**config.mk**
```make
export PLATFORM = sky130hd
export DESIGN_NAME = dca_ctrl
export DESIGN_NICKNAME = d
export VERILOG_FILES = /design/src/hw/rtl/dca_pkg.sv /design/src/hw/rtl/dca_ctrl.sv
export VERILOG_INCLUDE_DIRS = /design/src /design/src/hw/rtl
export SDC_FILE = /design/constraint.sdc
export NUM_CORES = 1
export LEC_CHECK = 0
export ABC_AREA = 0
export BUFFER_PORTS_ARGS = -buffer_cell sky130_fd_sc_hd__buf_2
export CORE_AREA = 4 4 46 48
export DETAILED_ROUTE_END_ITERATION = 10
export DIE_AREA = 0 0 50 52
export SETUP_SLACK_MARGIN = 0.02
export SLEW_MARGIN = 10
export SYNTH_ARGS = -nofsm -noshare
export SYNTH_HDL_FRONTEND = slang
export SYNTH_SLANG_ARGS = --single-unit
export TNS_END_PERCENT = 5
```
**constraint.sdc**
```tcl
create_clock -name clk -period 2.1 [get_ports clk]
set_clock_uncertainty 0.05 [all_clocks]
set_input_delay 0.21 -clock clk [delete_from_list [all_inputs] [get_ports clk]]
set_output_delay 0.21 -clock clk [all_outputs]
set_load 0.01 [all_outputs]
```
**src/hw/rtl/assert_macros.svh**
```systemverilog
// assertion macros used by the rtl controller dca_ctrl
`ifndef ASSERT_MACROS_SVH
`define ASSERT_MACROS_SVH
`ifndef NO_ASSERTIONS
`define DCA_ASSERT_IMPL(lbl, clk, rst_n, ante, cons) \
	lbl: assert property (@(posedge clk) disable iff (!rst_n) (ante) |-> (cons)) \
		else $error("assertion failed: implication");
`define DCA_ASSERT_NEXT(lbl, clk, rst_n, ante, cons) \
	lbl: assert property (@(posedge clk) disable iff (!rst_n) (ante) |=> (cons)) \
		else $error("assertion failed: next-cycle implication");
`else
`define DCA_ASSERT_IMPL(lbl, clk, rst_n, ante, cons)
`define DCA_ASSERT_NEXT(lbl, clk, rst_n, ante, cons)
`endif
`endif

```
**src/hw/rtl/dca_pkg.sv**
```systemverilog
// shared types and constants of the distance correlation averager
`default_nettype none
package dca_pkg;
	localparam int ACC_W = 56;
	localparam int DIV_CNT_W = 6;
	localparam logic [DIV_CNT_W-1:0] DIV_LAST = DIV_CNT_W'(ACC_W - 1);

	localparam logic [1:0] OP_LOAD = 2'd0;
	localparam logic [1:0] OP_PAIR = 2'd1;
	localparam logic [1:0] OP_EMIT = 2'd2;
	localparam logic [1:0] OP_SPARE = 2'd3;

	localparam logic [1:0] CFG_NUM_SITES = 2'd0;
	localparam logic [1:0] CFG_MARGIN = 2'd1;

	typedef struct packed {
		logic acc_rd;
		logic acc_wr;
		logic acc_clr;
		logic d_init;
		logic d_inc;
		logic div_init;
		logic div_step;
		logic out_load;
		logic out_err;
	} dca_cmd_t;

	typedef struct packed {
		logic pair_ok;
		logic len_short;
		logic d_last;
		logic div_done;
	} dca_stat_t;
endpackage
`default_nettype wire

```
**src/hw/rtl/dca_ctrl.sv**
```systemverilog
// controller state machine of the distance correlation averager
`default_nettype none
`include "assert_macros.svh"
module dca_ctrl import dca_pkg::*; (
	input  wire logic      clk,
	input  wire logic      arst_n,
	input  wire logic      in_valid,
	output logic           in_ready,
	input  wire logic [1:0] op,
	output logic           out_valid,
	input  wire logic      out_ready,
	input  wire dca_stat_t stat,
	output dca_cmd_t       cmd
);
	typedef enum logic [7:0] {
		S_IDLE   = 8'b0000_0001,
		S_MUL    = 8'b0000_0010,
		S_ACC    = 8'b0000_0100,
		S_ESTART = 8'b0000_1000,
		S_ERD    = 8'b0001_0000,
		S_EPREP  = 8'b0010_0000,
		S_EDIV   = 8'b0100_0000,
		S_EOUT   = 8'b1000_0000
	} state_t;

	state_t state_q, state_nx;
	logic   err_q, err_nx;
	logic   out_valid_q;
	logic   in_fire;
	logic   out_free;

	assign in_ready  = (state_q == S_IDLE);
	assign in_fire   = in_valid && in_ready;
	assign out_valid = out_valid_q;
	assign out_free  = !out_valid_q || out_ready;

	always_comb begin
		state_nx = state_q;
		err_nx   = err_q;
		cmd      = '0;
		unique case (state_q)
			S_IDLE: begin
				if (in_fire && op == OP_PAIR && stat.pair_ok) begin
					state_nx = S_MUL;
				end else if (in_fire && op == OP_EMIT) begin
					state_nx = S_ESTART;
				end
			end
			S_MUL: begin
				state_nx = S_ACC;
			end
			S_ACC: begin
				cmd.acc_wr = 1'b1;
				state_nx   = S_IDLE;
			end
			S_ESTART: begin
				err_nx = stat.len_short;
				if (stat.len_short) begin
					state_nx = S_EOUT;
				end else begin
					cmd.d_init = 1'b1;
					state_nx   = S_ERD;
				end
			end
			S_ERD: begin
				cmd.acc_rd = 1'b1;
				state_nx   = S_EPREP;
			end
			S_EPREP: begin
				cmd.div_init = 1'b1;
				state_nx     = S_EDIV;
			end
			S_EDIV: begin
				cmd.div_step = 1'b1;
				if (stat.div_done) begin
					state_nx = S_EOUT;
				end
			end
			S_EOUT: begin
				if (out_free) begin
					cmd.out_load = 1'b1;
					cmd.out_err  = err_q;
					if (err_q || stat.d_last) begin
						cmd.acc_clr = 1'b1;
						state_nx    = S_IDLE;
					end else begin
						cmd.d_inc = 1'b1;
						state_nx  = S_ERD;
					end
				end
			end
			default: begin
				state_nx = S_IDLE;
			end
		endcase
	end

	always_ff @(posedge clk or negedge arst_n) begin
		if (!arst_n) begin
			state_q     <= S_IDLE;
			err_q       <= 1'b0;
			out_valid_q <= 1'b0;
		end else begin
			state_q <= state_nx;
			err_q   <= err_nx;
			if (cmd.out_load) begin
				out_valid_q <= 1'b1;
			end else if (out_ready) begin
				out_valid_q <= 1'b0;
			end
		end
	end

	// never overwrite an item still waiting at the output
	`DCA_ASSERT_IMPL(a_out_no_overwrite, clk, arst_n, cmd.out_load, out_free)
	// accumulator update comes in the state right after the multiply state
	`DCA_ASSERT_IMPL(a_acc_wr_after_mul, clk, arst_n, cmd.acc_wr, $past(state_q == S_MUL))
	// the divider never runs while new items are taken
	`DCA_ASSERT_IMPL(a_no_step_when_ready, clk, arst_n, in_ready, !cmd.div_step)
	// an error result always ends the emit run
	`DCA_ASSERT_NEXT(a_err_ends_run, clk, arst_n, cmd.out_load && cmd.out_err, in_ready)
endmodule
`default_nettype wire

```
### Word level (Yosys, flattened, before mapping)

Index checks and enable logic that the tools add are counted.

* multiplexer cells: 23
* eq/ne operators: 13
* reduce and logical (&&, ||, !) cells: 9

Operators with widths (count)
* 8-bit case mux with 7 select lines: 1
* 8-bit two-way mux: 5
* 1-bit two-way mux: 14
* 8-bit by 1-bit == test with 1-bit output (second input constant): 1
* 8-bit by 2-bit == test with 1-bit output (second input constant): 1
* 8-bit by 3-bit == test with 1-bit output (second input constant): 1
* 8-bit by 4-bit == test with 1-bit output (second input constant): 1
* 8-bit by 5-bit == test with 1-bit output (second input constant): 1
* 8-bit by 6-bit == test with 1-bit output (second input constant): 1
* 8-bit by 7-bit == test with 1-bit output (second input constant): 1
* 8-bit == test (second input constant): 1
* 5-bit two-way mux: 1
* 1-bit logical AND: 4
* 2-bit two-way mux: 2
* 2-bit inequality test (second input constant): 2
* 3-bit by 1-bit inequality test with 1-bit output (second input constant): 1
* 3-bit AND reduction: 1
* 2-bit by 1-bit == test with 1-bit output (second input constant): 1
* 2-bit == test (second input constant): 1
* 1-bit logical OR: 2
* 2-bit nonzero test: 1
* 1-bit zero test: 1

* output and inout port bits: 11
* bits in registers: 10
* logic and storage cells: 48

### Longest topological paths before layout

* depth after elaboration: 6
* gate-level depth with buffers: 5

### Worst setup path before layout

Ideal clock, no wire load.

* path type: flip-flop to output port
* from: register state_q[5]
* to: output port in_ready
* arrival: 1.554 ns
* setup slack: 0.286 ns
* stages on the path, launching flop included: 4
* path buffers: 0
* path through: dfrtp_1 -> or4_4 -> or4_4 -> clkinv_2

* word-level cells in the longest chain between the ends: 1

RTL lines
* start, declared: line dca_ctrl.sv:26 `state_t state_q, state_nx;`
* start signal, assigned: line dca_ctrl.sv:104 `state_q <= state_nx;`
* 8-bit by 1-bit == test with 1-bit output: line dca_ctrl.sv:32 `assign in_ready = (state_q == S_IDLE);`
* end, declared: line dca_ctrl.sv:8 `output logic in_ready,`

No other way between the ends.

### Final worst setup path

Same ends and word-level chain as after synthesis.

==> run metrics <==
status=finished clean; Synth area leaders=dfrtp_1 35%, nor2_1 6.4%, nor3b_1 5.9%, dfstp_2 4.1%, nand2_1 3.5%; critical path startpoint category=flop; Worst Max-Slew Pin Slew=0.2731 ns; Post-synth top cells=11 x nor2_1, 9 x dfrtp_1, 6 x nand2_1, 5 x nor3b_1, 4 x nor3_1; post-route ant nets=0; pin count of the biggest net entering global routing=11; crit path kind=flop to output pin; final setup fails=0; Hold Violations, Final=0; minimum clock period=2.085 ns; Port Buffers=20; met1 usage=0.1778; row cnt=15; Critical Path AT=1.83 ns; remaining global-route overflow=0; WL/cell=13.11 um; max_cap viols=0; leading area contributor after synthesis=dfrtp_1; worst path bufs/invs=2; Starting Density=0.3751; total CTS buffers=3; DRC viols=0; Vert. Die Dim=52 um; I/O pin total=21; Syn Inst Count=72; Die X=50 um; via/cell ratio=5.187; core box area=1708 um2; CTS tree=built; number of H-tree levels=1; Peak Freq=479.6 MHz; CP Capture Type=output pin; hold slack=0.1467 ns; clock root buffer master=clkbuf_4; clock buffer depth=2; DRT Pass-1 Iters=4; Inserted Diodes=0; Reg2Reg Setup Slack=0.19 ns; iteration-0 DRC count of the detailed router=23; synth unique cells=33; max incr delay on CP=0.56 ns; max-slew violations=0; Layout area overhead=47.46%; gr busiest metal=met2; Avg Cell Area, Syn=8.897 um2; GP Congestion=0.8209; Yosys top cell area share=0.3516; Tcrit/Tclk final=0.9930; first-pass GRT wire length=2.918 mm; ys flop type=dfrtp_1; Max VDD drop=0.0004718 V; critical path, cell by cell=or4_4, or4_4, clkinv_2, buf_2; Crit-path slowest cell=or4_4; post-synth net total=82; relative slew slack=0.8179; Required @ worst endpoint=1.84 ns; FFs w/ async S/R, synth=1.000; GR met3 Demand/Resource=0.01433; clk sinks=10; GR Util met2=0.2587; HP Class=primary input to flop; FF+latch count, synth=10; sequential element share of the synthesized area=0.3926; Most common cell on crit path=or4_4; RSZ-0062 raised after global routing=true; Post-DP HPWL=1.218 mm; number of synthesized flops with an enable pin=0; Clk Latency, worst-skew pair=0.26 ns; vias=695; Power Density=855.8 nW/um2; YS warnings=0; CP top delay family=simple AND/OR/NAND/NOR gates; synthesized area=640.6 um2; Worst-path clk slew=0.07 ns; Total Wirelength=1.757 mm; Post-Route Utilization=0.5531; initial antenna violation count=0; CP max FO=4; nets=120; most frequent cell after synthesis=nor2_1; Static Leak=0.5044 nW; Total GRT Usage=0.1449; layout cells sized above 1=0.4587; die area=2600 um2; vias in the first global route=675
[area by class of cell]
class / count / area (um2)
fillers: 160 / 763.2
multi-input cells: 58 / 401.6
flip-flops and latches: 10 / 251.5
repair buffers: 33 / 207.7
clock buffers: 4 / 36.28
well taps: 25 / 31.28
inverters: 4 / 16.27
[state kept, by name, summed over array words and instances (netlist names)]
name / flops
state_q: 8
err_q: 1
out_valid: 1
[worst reg2reg max path, delay by kind of cell (launching register included)]
kind	cells	cell delay, ns
compound gates	2	0.34
flops	1	0.41
simple gates	3	0.61
buf+inv	3	0.40
[cells by family after synthesis]
| logic type | count (synthesis) | share of synthesized area |
|---|---|---|
| buf+inv | 4 | 0.02538 |
| mux | 1 | 0.01758 |
| xor+xnor | 1 | 0.01367 |
| compound gates | 11 | 0.1192 |
| simple gates | 45 | 0.4317 |
| flops | 10 | 0.3926 |
[per-layer routing]
layer	vias to the layer above	wire length, um
met5	-	0
met4	0	47
met3	6	70
met2	20	882
met1	329	756
li1	340	-
[repair_timing]
| action | CTS | global route |
|---|---|---|
| hold buffers | 1 | 0 |
| buffers inserted | 4 | 4 |
| pin swaps | 1 | 5 |
| resized for setup | 1 | 7 |
| setup endpoints to repair | 2 | 6 |
| endpoints found under the hold margin | 10 | 0 |
[power by group]
part           total (mW)  switching, mW  internal (mW)
Combinational       0.367          0.175          0.192
Sequential          0.270         0.0441          0.226
Clock               0.171         0.0661          0.105
[final timing paths]
kind	startpoint	end	cells past startpoint
setup / recovery	state_q[5]$_DFFE_PN0P_	in_ready	4
hold / removal	stat[2]	err_q$_DFFE_PN0N_	2
setup reg to reg	state_q[4]$_DFFE_PN0P_	state_q[4]$_DFFE_PN0P_	8
hold reg to reg	out_valid$_DFFE_PN0P_	out_valid$_DFFE_PN0P_	2
max in group asynchronous	arst_n	state_q[0]$_DFFE_PN1P_	2
min in group asynchronous	arst_n	out_valid$_DFFE_PN0P_	2
[cell usage in the layout, fill, tap and decap left out, types with 2 or more instances in the layout]
| master | n |
|---|---|
| nor3_1 | 3 |
| nor2_1 | 11 |
| nor3_2 | 2 |
| buf_2 | 20 |
| dfrtp_1 | 9 |
| buf_6 | 2 |
| nor3b_1 | 5 |
| clkbuf_4 | 3 |
| buf_4 | 10 |
| or4_4 | 2 |
| inv_1 | 3 |
| nand4b_1 | 2 |
| nand2b_1 | 3 |
| a21oi_1 | 2 |
| nand2_1 | 5 |
[per-stage QoR]
stage / setup slack [ns] / cells / total power [mW] / cell area, um2 / setup TNS (ns)
final: 0.01474 / 134 / 0.8085 / 944.7 / 0
after global routing: -0.06787 / 134 / 0.8689 / 944.7 / -0.2520
after CTS: 0.008294 / 130 / 0.7552 / 884.6 / 0
after detailed placement: 0.1933 / 121 / 0.5556 / 802.0 / 0
after global placement: 0.1906 / 121 / 0.5561 / 802.0 / 0
after floorplan: 0.2855 / 72 / 0.4674 / 640.6 / 0
(Power assumes the default switching activity.)
